## src/rtl/assert_macros.svh

```systemverilog
// Assertion macros shared by the RTL files that carry concurrent checks.
`ifndef ASSERT_MACROS_SVH
`define ASSERT_MACROS_SVH

// Same-cycle implication, checked at every rising edge outside reset.
`define ASSERT_IMP(label, clk, rst_n, ante, cons, msg) \
  label: assert property (@(posedge clk) disable iff (!rst_n) (ante) |-> (cons)) \
    else $error(msg);

// Next-cycle implication, checked at every rising edge outside reset.
`define ASSERT_NXT(label, clk, rst_n, ante, cons, msg) \
  label: assert property (@(posedge clk) disable iff (!rst_n) (ante) |=> (cons)) \
    else $error(msg);

`endif

```

## src/rtl/jsu_pkg.sv

```systemverilog
// Shared types, constants and helper functions of the JSON string unescaper.
`default_nettype none

package jsu_pkg;

  // Default depth of the request queue between parser and emitter
  localparam int QUEUE_DEPTH = 4;

  // Character codes the parser looks for
  localparam logic [7:0] CH_QUOTE  = 8'h22;
  localparam logic [7:0] CH_BSLASH = 8'h5C;
  localparam logic [7:0] CH_SLASH  = 8'h2F;
  localparam logic [7:0] CH_B      = 8'h62;
  localparam logic [7:0] CH_F      = 8'h66;
  localparam logic [7:0] CH_N      = 8'h6E;
  localparam logic [7:0] CH_R      = 8'h72;
  localparam logic [7:0] CH_T      = 8'h74;
  localparam logic [7:0] CH_U      = 8'h75;
  localparam logic [7:0] CH_SPACE  = 8'h20;

  // Result kinds
  typedef enum logic [1:0] {
    KIND_DATA = 2'd0,
    KIND_END  = 2'd1,
    KIND_ERR  = 2'd2
  } kind_t;

  // Parser phases
  typedef enum logic [2:0] {
    PH_IDLE    = 3'd0,
    PH_STR     = 3'd1,
    PH_ESC     = 3'd2,
    PH_HEX1    = 3'd3,
    PH_PAIR_BS = 3'd4,
    PH_PAIR_U  = 3'd5,
    PH_HEX2    = 3'd6
  } phase_t;

  // One request: up to four result bytes, index of the last one, and its kind
  typedef struct packed {
    kind_t            kind;
    logic [1:0]       nlast;
    logic [3:0][7:0]  bytes;
  } req_t;

  // Request with a single result
  function automatic req_t mk_one(input logic [7:0] b, input kind_t k);
    req_t r;
    r.kind     = k;
    r.nlast    = 2'd0;
    r.bytes    = '0;
    r.bytes[0] = b;
    return r;
  endfunction

  // Hex digit decode: bit 4 set when the byte is a hex digit, low bits its value
  function automatic logic [4:0] hex_nibble(input logic [7:0] b);
    logic [4:0] r;
    r = 5'd0;
    if (b >= 8'h30 && b <= 8'h39) begin
      r = {1'b1, b[3:0]};
    end else if ((b >= 8'h61 && b <= 8'h66) || (b >= 8'h41 && b <= 8'h46)) begin
      r = {1'b1, 4'(b[3:0] + 4'd9)};
    end
    return r;
  endfunction

  // UTF-8 encoding of a code point up to 0x10FFFF
  function automatic req_t utf8_encode(input logic [20:0] cp);
    req_t r;
    r.kind  = KIND_DATA;
    r.nlast = 2'd0;
    r.bytes = '0;
    if (cp[20:7] == 14'd0) begin
      r.bytes[0] = {1'b0, cp[6:0]};
    end else if (cp[20:11] == 10'd0) begin
      r.nlast    = 2'd1;
      r.bytes[0] = {3'b110, cp[10:6]};
      r.bytes[1] = {2'b10, cp[5:0]};
    end else if (cp[20:16] == 5'd0) begin
      r.nlast    = 2'd2;
      r.bytes[0] = {4'b1110, cp[15:12]};
      r.bytes[1] = {2'b10, cp[11:6]};
      r.bytes[2] = {2'b10, cp[5:0]};
    end else begin
      r.nlast    = 2'd3;
      r.bytes[0] = {5'b11110, cp[20:18]};
      r.bytes[1] = {2'b10, cp[17:12]};
      r.bytes[2] = {2'b10, cp[11:6]};
      r.bytes[3] = {2'b10, cp[5:0]};
    end
    return r;
  endfunction

endpackage

`default_nettype wire

```

## src/rtl/jsu_front.sv

```systemverilog
// Parser: accepts input bytes, tracks escapes and surrogates, pushes requests.
`default_nettype none

module jsu_front (
  input  wire                 clk,
  input  wire                 rst_n,
  input  wire                 in_valid,
  input  wire                 in_ready,
  input  wire  [7:0]          in_byte,
  output logic                push,
  output jsu_pkg::req_t       push_req
);

`include "assert_macros.svh"

  jsu_pkg::phase_t phase_r, phase_nxt;
  logic [1:0]      cnt_r, cnt_nxt;
  logic [11:0]     acc_r, acc_nxt;
  logic [9:0]      hs_r, hs_nxt;

  logic            accept;
  logic            err;
  logic [4:0]      nib;
  logic [15:0]     code;
  logic [10:0]     pair_hi;

  assign accept  = in_valid && in_ready;
  assign nib     = jsu_pkg::hex_nibble(in_byte);
  assign code    = {acc_r, nib[3:0]};
  // 0x10000 + (high << 10) puts high + 0x40 above the low ten bits
  assign pair_hi = {1'b0, hs_r} + 11'd64;

  // State registers
  always_ff @(posedge clk) begin
    if (!rst_n) begin
      phase_r <= jsu_pkg::PH_IDLE;
      cnt_r   <= 2'd0;
      acc_r   <= 12'd0;
      hs_r    <= 10'd0;
    end else begin
      phase_r <= phase_nxt;
      cnt_r   <= cnt_nxt;
      acc_r   <= acc_nxt;
      hs_r    <= hs_nxt;
    end
  end

  // Next state and request
  always_comb begin
    phase_nxt = phase_r;
    cnt_nxt   = cnt_r;
    acc_nxt   = acc_r;
    hs_nxt    = hs_r;
    push      = 1'b0;
    err       = 1'b0;
    push_req  = jsu_pkg::mk_one(8'h00, jsu_pkg::KIND_DATA);
    if (accept) begin
      unique case (phase_r)
        jsu_pkg::PH_STR: begin
          if (in_byte == jsu_pkg::CH_QUOTE) begin
            push      = 1'b1;
            push_req  = jsu_pkg::mk_one(8'h00, jsu_pkg::KIND_END);
            phase_nxt = jsu_pkg::PH_IDLE;
            cnt_nxt   = 2'd0;
            acc_nxt   = 12'd0;
            hs_nxt    = 10'd0;
          end else if (in_byte < jsu_pkg::CH_SPACE) begin
            err = 1'b1;
          end else if (in_byte == jsu_pkg::CH_BSLASH) begin
            phase_nxt = jsu_pkg::PH_ESC;
          end else begin
            push     = 1'b1;
            push_req = jsu_pkg::mk_one(in_byte, jsu_pkg::KIND_DATA);
          end
        end
        jsu_pkg::PH_ESC: begin
          phase_nxt = jsu_pkg::PH_STR;
          push      = 1'b1;
          unique case (in_byte)
            jsu_pkg::CH_QUOTE, jsu_pkg::CH_BSLASH, jsu_pkg::CH_SLASH:
              push_req = jsu_pkg::mk_one(in_byte, jsu_pkg::KIND_DATA);
            jsu_pkg::CH_B: push_req = jsu_pkg::mk_one(8'h08, jsu_pkg::KIND_DATA);
            jsu_pkg::CH_F: push_req = jsu_pkg::mk_one(8'h0C, jsu_pkg::KIND_DATA);
            jsu_pkg::CH_N: push_req = jsu_pkg::mk_one(8'h0A, jsu_pkg::KIND_DATA);
            jsu_pkg::CH_R: push_req = jsu_pkg::mk_one(8'h0D, jsu_pkg::KIND_DATA);
            jsu_pkg::CH_T: push_req = jsu_pkg::mk_one(8'h09, jsu_pkg::KIND_DATA);
            jsu_pkg::CH_U: begin
              push      = 1'b0;
              phase_nxt = jsu_pkg::PH_HEX1;
              cnt_nxt   = 2'd0;
              acc_nxt   = 12'd0;
            end
            default: begin
              push = 1'b0;
              err  = 1'b1;
            end
          endcase
        end
        jsu_pkg::PH_HEX1, jsu_pkg::PH_HEX2: begin
          if (!nib[4]) begin
            err = 1'b1;
          end else if (cnt_r != 2'd3) begin
            cnt_nxt = cnt_r + 2'd1;
            acc_nxt = {acc_r[7:0], nib[3:0]};
          end else begin
            cnt_nxt = 2'd0;
            acc_nxt = 12'd0;
            if (phase_r == jsu_pkg::PH_HEX1) begin
              // Surrogate range: high half waits for its partner, low half alone fails
              if (code[15:11] == 5'b11011) begin
                if (!code[10]) begin
                  hs_nxt    = code[9:0];
                  phase_nxt = jsu_pkg::PH_PAIR_BS;
                end else begin
                  err = 1'b1;
                end
              end else begin
                phase_nxt = jsu_pkg::PH_STR;
                push      = 1'b1;
                push_req  = jsu_pkg::utf8_encode({5'd0, code});
              end
            end else begin
              if (code[15:10] != 6'b110111) begin
                err = 1'b1;
              end else begin
                hs_nxt    = 10'd0;
                phase_nxt = jsu_pkg::PH_STR;
                push      = 1'b1;
                push_req  = jsu_pkg::utf8_encode({pair_hi[10:0], code[9:0]});
              end
            end
          end
        end
        jsu_pkg::PH_PAIR_BS: begin
          if (in_byte != jsu_pkg::CH_BSLASH) begin
            err = 1'b1;
          end else begin
            phase_nxt = jsu_pkg::PH_PAIR_U;
          end
        end
        jsu_pkg::PH_PAIR_U: begin
          if (in_byte != jsu_pkg::CH_U) begin
            err = 1'b1;
          end else begin
            phase_nxt = jsu_pkg::PH_HEX2;
            cnt_nxt   = 2'd0;
            acc_nxt   = 12'd0;
          end
        end
        default: begin
          // Idle: only an opening quote starts a string
          if (in_byte != jsu_pkg::CH_QUOTE) begin
            err = 1'b1;
          end else begin
            phase_nxt = jsu_pkg::PH_STR;
            cnt_nxt   = 2'd0;
            acc_nxt   = 12'd0;
            hs_nxt    = 10'd0;
          end
        end
      endcase
      // Any syntax error reports once and drops back to idle
      if (err) begin
        push      = 1'b1;
        push_req  = jsu_pkg::mk_one(8'h00, jsu_pkg::KIND_ERR);
        phase_nxt = jsu_pkg::PH_IDLE;
        cnt_nxt   = 2'd0;
        acc_nxt   = 12'd0;
        hs_nxt    = 10'd0;
      end
    end
  end

  // End and error requests always leave the parser idle with cleared scratch state
  `ASSERT_NXT(a_front_end_idle, clk, rst_n, push && push_req.kind != jsu_pkg::KIND_DATA, phase_r == jsu_pkg::PH_IDLE && hs_r == 10'd0 && cnt_r == 2'd0, "end or error did not return parser to idle")

endmodule

`default_nettype wire

```

## src/rtl/jsu_queue.sv

```systemverilog
// Small request queue between parser and emitter.
`default_nettype none

module jsu_queue #(
  parameter int DEPTH = jsu_pkg::QUEUE_DEPTH
) (
  input  wire                 clk,
  input  wire                 rst_n,
  input  wire                 push,
  input  jsu_pkg::req_t       push_req,
  output logic                full,
  input  wire                 pop,
  output jsu_pkg::req_t       head,
  output logic                empty
);

  localparam int PW = (DEPTH > 1) ? $clog2(DEPTH) : 1;
  localparam int CW = $clog2(DEPTH + 1);

  jsu_pkg::req_t  mem_r [DEPTH];
  logic [PW-1:0]  wr_ptr_r, wr_ptr_nxt;
  logic [PW-1:0]  rd_ptr_r, rd_ptr_nxt;
  logic [CW-1:0]  count_r, count_nxt;

  assign full  = (count_r == CW'(DEPTH));
  assign empty = (count_r == '0);
  assign head  = mem_r[rd_ptr_r];

  // Pointer and fill count update, wrapping at any depth
  always_comb begin
    wr_ptr_nxt = wr_ptr_r;
    rd_ptr_nxt = rd_ptr_r;
    count_nxt  = count_r;
    if (push) begin
      wr_ptr_nxt = (wr_ptr_r == PW'(DEPTH - 1)) ? '0 : wr_ptr_r + PW'(1);
    end
    if (pop) begin
      rd_ptr_nxt = (rd_ptr_r == PW'(DEPTH - 1)) ? '0 : rd_ptr_r + PW'(1);
    end
    if (push && !pop) begin
      count_nxt = count_r + CW'(1);
    end else if (pop && !push) begin
      count_nxt = count_r - CW'(1);
    end
  end

  always_ff @(posedge clk) begin
    if (!rst_n) begin
      wr_ptr_r <= '0;
      rd_ptr_r <= '0;
      count_r  <= '0;
    end else begin
      wr_ptr_r <= wr_ptr_nxt;
      rd_ptr_r <= rd_ptr_nxt;
      count_r  <= count_nxt;
    end
  end

  // Entry storage
  always_ff @(posedge clk) begin
    if (push) begin
      mem_r[wr_ptr_r] <= push_req;
    end
  end

endmodule

`default_nettype wire

```

## src/rtl/jsu_back.sv

```systemverilog
// Emitter: serializes each queued request into results through an output register.
`default_nettype none

module jsu_back (
  input  wire                 clk,
  input  wire                 rst_n,
  input  jsu_pkg::req_t       head,
  input  wire                 empty,
  output logic                pop,
  output logic                out_valid,
  input  wire                 out_ready,
  output logic [7:0]          out_byte,
  output logic [1:0]          out_kind,
  output logic                out_last
);

`include "assert_macros.svh"

  logic            valid_r, valid_nxt;
  logic [1:0]      idx_r, idx_nxt;
  logic [7:0]      byte_r;
  jsu_pkg::kind_t  kind_r;
  logic            last_r;

  logic            load;
  logic            at_last;

  // Load the output register whenever the queue holds a request and the register is free or being drained
  assign load    = !empty && (!valid_r || out_ready);
  assign at_last = (idx_r == head.nlast);
  assign pop     = load && at_last;

  always_comb begin
    valid_nxt = load || (valid_r && !out_ready);
    idx_nxt   = idx_r;
    if (load) begin
      idx_nxt = at_last ? 2'd0 : idx_r + 2'd1;
    end
  end

  always_ff @(posedge clk) begin
    if (!rst_n) begin
      valid_r <= 1'b0;
      idx_r   <= 2'd0;
    end else begin
      valid_r <= valid_nxt;
      idx_r   <= idx_nxt;
    end
  end

  // Result payload
  always_ff @(posedge clk) begin
    if (load) begin
      byte_r <= head.bytes[idx_r];
      kind_r <= head.kind;
      last_r <= at_last;
    end
  end

  assign out_valid = valid_r;
  assign out_byte  = byte_r;
  assign out_kind  = kind_r;
  assign out_last  = last_r;

  // A stalled result keeps the byte position within its request
  `ASSERT_NXT(a_back_idx_hold, clk, rst_n, valid_r && !out_ready, $stable(idx_r), "byte index moved during output stall")

endmodule

`default_nettype wire

```

## src/rtl/json_string_unescape_utf8.sv

```systemverilog
// Top level of the JSON string unescaper: parser, request queue and emitter.
//
//  channel | dir | ports                         | contents
//  --------+-----+-------------------------------+-------------------------------------
//  in      | in  | in_tvalid/in_tready/in_tdata  | one byte of quoted JSON text
//  out     | out | out_tvalid/out_tready/out_*   | decoded byte, kind, last of run
//
// Bytes that cause no result only move the parser. A request of n results is
// emitted one result per cycle while out_tready is high; a four-byte UTF-8
// sequence gives four results. A result is registered in the request queue and
// then in the output register. Input stalls only when the request queue is full.
// Reset (rst_n low, synchronous) returns the parser to idle and empties the queue.
`default_nettype none

module json_string_unescape_utf8 #(
  parameter int QUEUE_DEPTH = jsu_pkg::QUEUE_DEPTH
) (
  input  wire         clk,
  input  wire         rst_n,
  input  wire         in_tvalid,
  output logic        in_tready,
  input  wire  [7:0]  in_tdata,   // [7:0] in_byte
  output logic        out_tvalid,
  input  wire         out_tready,
  output logic [7:0]  out_tdata,  // [7:0] out_byte
  output logic [1:0]  out_tuser,  // [1:0] out_kind
  output logic        out_tlast   // last_of_run
);

`include "assert_macros.svh"

  logic           q_push;
  jsu_pkg::req_t  q_push_req;
  logic           q_full;
  logic           q_pop;
  jsu_pkg::req_t  q_head;
  logic           q_empty;

  assign in_tready = !q_full;

  // Parser
  jsu_front u_front (
    .clk      (clk),
    .rst_n    (rst_n),
    .in_valid (in_tvalid),
    .in_ready (in_tready),
    .in_byte  (in_tdata),
    .push     (q_push),
    .push_req (q_push_req)
  );

  // Request queue
  jsu_queue #(
    .DEPTH (QUEUE_DEPTH)
  ) u_queue (
    .clk      (clk),
    .rst_n    (rst_n),
    .push     (q_push),
    .push_req (q_push_req),
    .full     (q_full),
    .pop      (q_pop),
    .head     (q_head),
    .empty    (q_empty)
  );

  // Emitter
  jsu_back u_back (
    .clk       (clk),
    .rst_n     (rst_n),
    .head      (q_head),
    .empty     (q_empty),
    .pop       (q_pop),
    .out_valid (out_tvalid),
    .out_ready (out_tready),
    .out_byte  (out_tdata),
    .out_kind  (out_tuser),
    .out_last  (out_tlast)
  );

  // End and error results stand alone and carry a zero byte
  `ASSERT_IMP(a_top_ctrl_result, clk, rst_n, out_tvalid && out_tuser != jsu_pkg::KIND_DATA, out_tlast && out_tdata == 8'h00, "end or error result not last or not zero")

  // A multi-byte run is never broken by a gap
  `ASSERT_NXT(a_top_run_gapless, clk, rst_n, out_tvalid && !out_tlast, out_tvalid, "gap inside a run of results")

endmodule

`default_nettype wire
```

## config.mk

```make
export PLATFORM = sky130hd
export DESIGN_NAME = json_string_unescape_utf8
export DESIGN_NICKNAME = d
export VERILOG_FILES = /design/src/rtl/jsu_pkg.sv /design/src/rtl/jsu_front.sv /design/src/rtl/jsu_queue.sv /design/src/rtl/jsu_back.sv /design/src/rtl/json_string_unescape_utf8.sv
export VERILOG_INCLUDE_DIRS = /design/src /design/src/rtl
export SDC_FILE = /design/constraint.sdc
export NUM_CORES = 1
export LEC_CHECK = 0
export ABC_CLOCK_PERIOD_IN_PS = 6300
export BUFFER_PORTS_ARGS = -buffer_cell sky130_fd_sc_hd__buf_2
export CORE_MARGIN = 3
export CORE_UTILIZATION = 60
export CTS_CLUSTER_DIAMETER = 30
export DETAILED_ROUTE_END_ITERATION = 6
export PLACE_DENSITY = 0.77
export SLEW_MARGIN = 25
export SYNTH_ARGS = -nofsm -noshare
export SYNTH_HDL_FRONTEND = slang
export SYNTH_SLANG_ARGS = --single-unit
```

## constraint.sdc

```tcl
create_clock -name clk -period 6.3 [get_ports clk]
set_clock_uncertainty 0.15 [all_clocks]
set_input_delay 0.315 -clock clk [delete_from_list [all_inputs] [get_ports clk]]
set_output_delay 0.315 -clock clk [all_outputs]
set_load 0.03 [all_outputs]
```

==> results.toml <==
[power_and_ir_drop]
p_leak_nw = 3.04
p_per_area_nw_per_um2 = 348
switching_share_pct = 28.9
combPwrFrac_pct = 22.5
intPower_mw = 2.33
vdd_drop_max_v = 0.000197
p_seq_share_pct = 47.3
clockPowerShare_pct = 30.2
p_switching_uw = 948

[sta]
max_freq_ghz = 0.231
rsz0062_at_grt = "no"
drv_slew = 0
fin_crit_ns = 4.33
maxSlewHeadroom_pct = 32.5
setup_viol = 0
fin_setup_tns_ns = 0
worstMarginPinSlew_ns = 1.01
fin_crit_sh_pct = 68.7
finalHoldViolations = 0

[drt]
drt_pre_antenna_iters = 5
drt-wirelength-per-cell_um = 23.1
vias = 5710
drt-vias-per-instance = 6.59
drtIter0Drc = 562
finalWirelength_mm = 20.0
drcViolationCount = 0
ant_nets = 0

[cts]
cts_root_buf = "clkbuf_16"
cts.path.max_buffers = 2
numCtsBuffers = 17
cts_tree = "done"
postCtsResizedCells = 0
cts_hold_buf = 0
cts.clk_slew.worst_paths_ns = 0.06
cts.htree.levels = 4
cts.repair_timing.setup_buffer_count = 0
cts.sinks = 178
worstSkewPairLatency_ns = 0.42

[logic_synthesis]
synth_area_per_cell_um2 = 13.0
netlist.area_leader.share_pct = 48.7
yosysSeqAreaShare_pct = 57.8
yosys.area_share.simple_pct = 13.9
synth_xor_area_share_pct = 0.511
synthCells = 661
synth_edf_count = 139
synth_area_um2 = 8570
yosysWarnings = 0
muxShareOfSynthArea_pct = 12.2
synth_compound_area_share_pct = 10.9
synth_top_cell_by_area = "edfxtp_1"
synth_top_family_by_area = "simple AND/OR/NAND/NOR gates"
yosys-top-cells-area = "edfxtp_1, mux4_2, dfxtp_1"
synth_ff_type = "edfxtp_1"
synthesis.nets = 687
synth.ff_latch_count = 178
synthAdderAreaFrac_pct = 2.13
ys_types = 74
synth_async_sr_flop_share_pct = 0
synth_common_cells = "edfxtp_1, nand2_1, dfxtp_1, mux4_2, nor2_1"
synth.most_common_cell = "edfxtp_1"

[global_route]
grt_pass1_vias = 5530
grt_pass1_wl_mm = 31.4
grt_antenna_before_repair = 0
grt_max_degree = 60
grt_overflow = 0
grt_use_total_pct = 25.9

[place]
hpwlAfterDp_mm = 13.0
placedCellCount = 833
routabilityCongestion = 0.945
io_buffers = 24

[run_status]
status = "completed"

[worst_setup_path]
cp_cell_sequence = "nand2b_1 -> nor2_1 -> nand2_1 -> nor3_1 -> nor4_4 -> nand2b_1 -> a21oi_1 -> ha_1 -> inv_1 -> fa_1 -> xor2_1 -> or3_1 -> a21boi_0"
required_ns = 6.50
start_kind = "flop"
path_delay_family = "simple AND/OR/NAND/NOR gates"
crit_arrival_ns = 4.53
critPathBufInv = 1
cp_slowest_cell = "dfxtp_1"
crit_type = "reg -> reg"
cp_max_fo = 17
critPathMaxStageDelay_ns = 0.68
crit_top_cell = "nand2b_1"
crit_path_end_kind = "flop"

[final_layout]
final_cells = 866
final_util_pct = 67.6
drive_gt1_share_pct = 17.8
fin_nets = 699
syn_to_final_growth_pct = 9.84
num_antenna_cells = 0

[hold_path]
hp-class = "in -> reg"

[floorplanning]
rows = 43
core_area_um2 = 13900
pin_count = 25
die_h_um = 126
die_area_um2 = 15800
die_w_um = 126
initial_core_util_pct = 61.5

[run]
cap_violations = 0
-- stage by stage --
stage               hold WS (ns)  power, mW  setup WS, ns  area, um2
floorplan                  0.290       2.10          2.53       8570
global placement           0.307       2.27          2.03       8820
detailed placement         0.319       2.31          1.83       8820
CTS                       0.0544       3.29          2.03       9380
global route              0.0827       3.41          1.70       9410
finish                    0.0605       3.28          1.97       9410
-- layout make-up --
cell class                      instances  area [um2]
Inverter                               12        45.0
Timing Repair Buffer                   34         215
Sequential cell                       178        4960
Tap cell                              180         225
Fill cell                             984        4520
Clock buffer                           20         447
Clock inverter                         12         110
Multi-Input combinational cell        430        3420
-- cells by family (layout without fill, tap and decap cells) --
family,count (synthesis),count (layout)
AOI/OAI and AO/OA,138,138
DFF,178,178
adders and majority gates,14,14
muxes,55,55
xor gates and xnor gates,5,5
and+or+nand+nor,218,218
buffers and inverters,53,78
-- worst register-to-register path, delay by kind of cell, from the launching register on --
kind	cells	cell delay (ns)
AOI/OAI and AO/OA	2	0.70
and+or+nand+nor	7	1.78
buffers and inverters	1	0.07
adders and majority gates	2	0.70
DFF	1	0.68
xor gates and xnor gates	1	0.18
-- worst paths after layout --
kind                            slack [ns]  depth (start not counted)                from                 end
worst max-delay path                  1.97                         13  u_front.phase_r[1]  u_queue.count_r[2]
worst min-delay path                  0.06                          4          out_tready    u_back.out_valid
worst max register to register        1.97                         13  u_front.phase_r[1]  u_queue.count_r[2]
worst min register to register        0.34                          2    u_front.cnt_r[1]    u_front.cnt_r[1]
-- per-layer routing --
layer / vias up / share of wire, % / global-route usage [%]
met4: 0 / 2.0 / 8.55
li1: 2609 / - / -
met2: 233 / 50 / 42.5
met5: - / 0 / 0
met3: 44 / 6.0 / 3.84
met1: 2824 / 42 / 36.0
-- power groups by stage --
stage	sequential [mW]	combinational, mW	clock, mW
floorplan	1.60	0.508	0
global placement	1.57	0.707	0
detailed placement	1.58	0.732	0
CTS	1.55	0.740	1.00
global route	1.57	0.789	1.05
finish	1.55	0.736	0.990
-- sequential cells by signal, summed over array words and instances, names as in the netlist, named ones only --
name	flops
u_back.idx_r	2
u_back.out_valid	1
u_queue.wr_ptr_r	2
u_queue.rd_ptr_r	2
u_back.out_last	1
u_front.acc_r	12
u_front.hs_r	10
u_queue.mem_r	128
u_front.cnt_r	2
u_queue.count_r	3
u_front.phase_r	3
u_back.out_byte	8
u_back.out_kind	2
-- placed cells by master, fill, tap and decap left out, types with 5 or more instances in the layout --
cell       count
nand3_1       22
nand2_1       60
clkbuf_16     17
a22o_1         7
clkinv_4       5
o211ai_1       5
inv_1         12
and3_1         6
buf_4          9
nor2_1        38
nor3b_1        5
mux4_2        39
nand2b_1      10
and2_1        16
nor3_1         9
a21oi_1       29
o21ai_0       36
mux2i_1       11
nor2b_1       11
nand4_1       13
ha_1          13
nor4_1         5
dfxtp_1       38
o31ai_1       15
mux2_2         5
buf_2         24
edfxtp_1     139
Power figures use the tool's default switching activity.
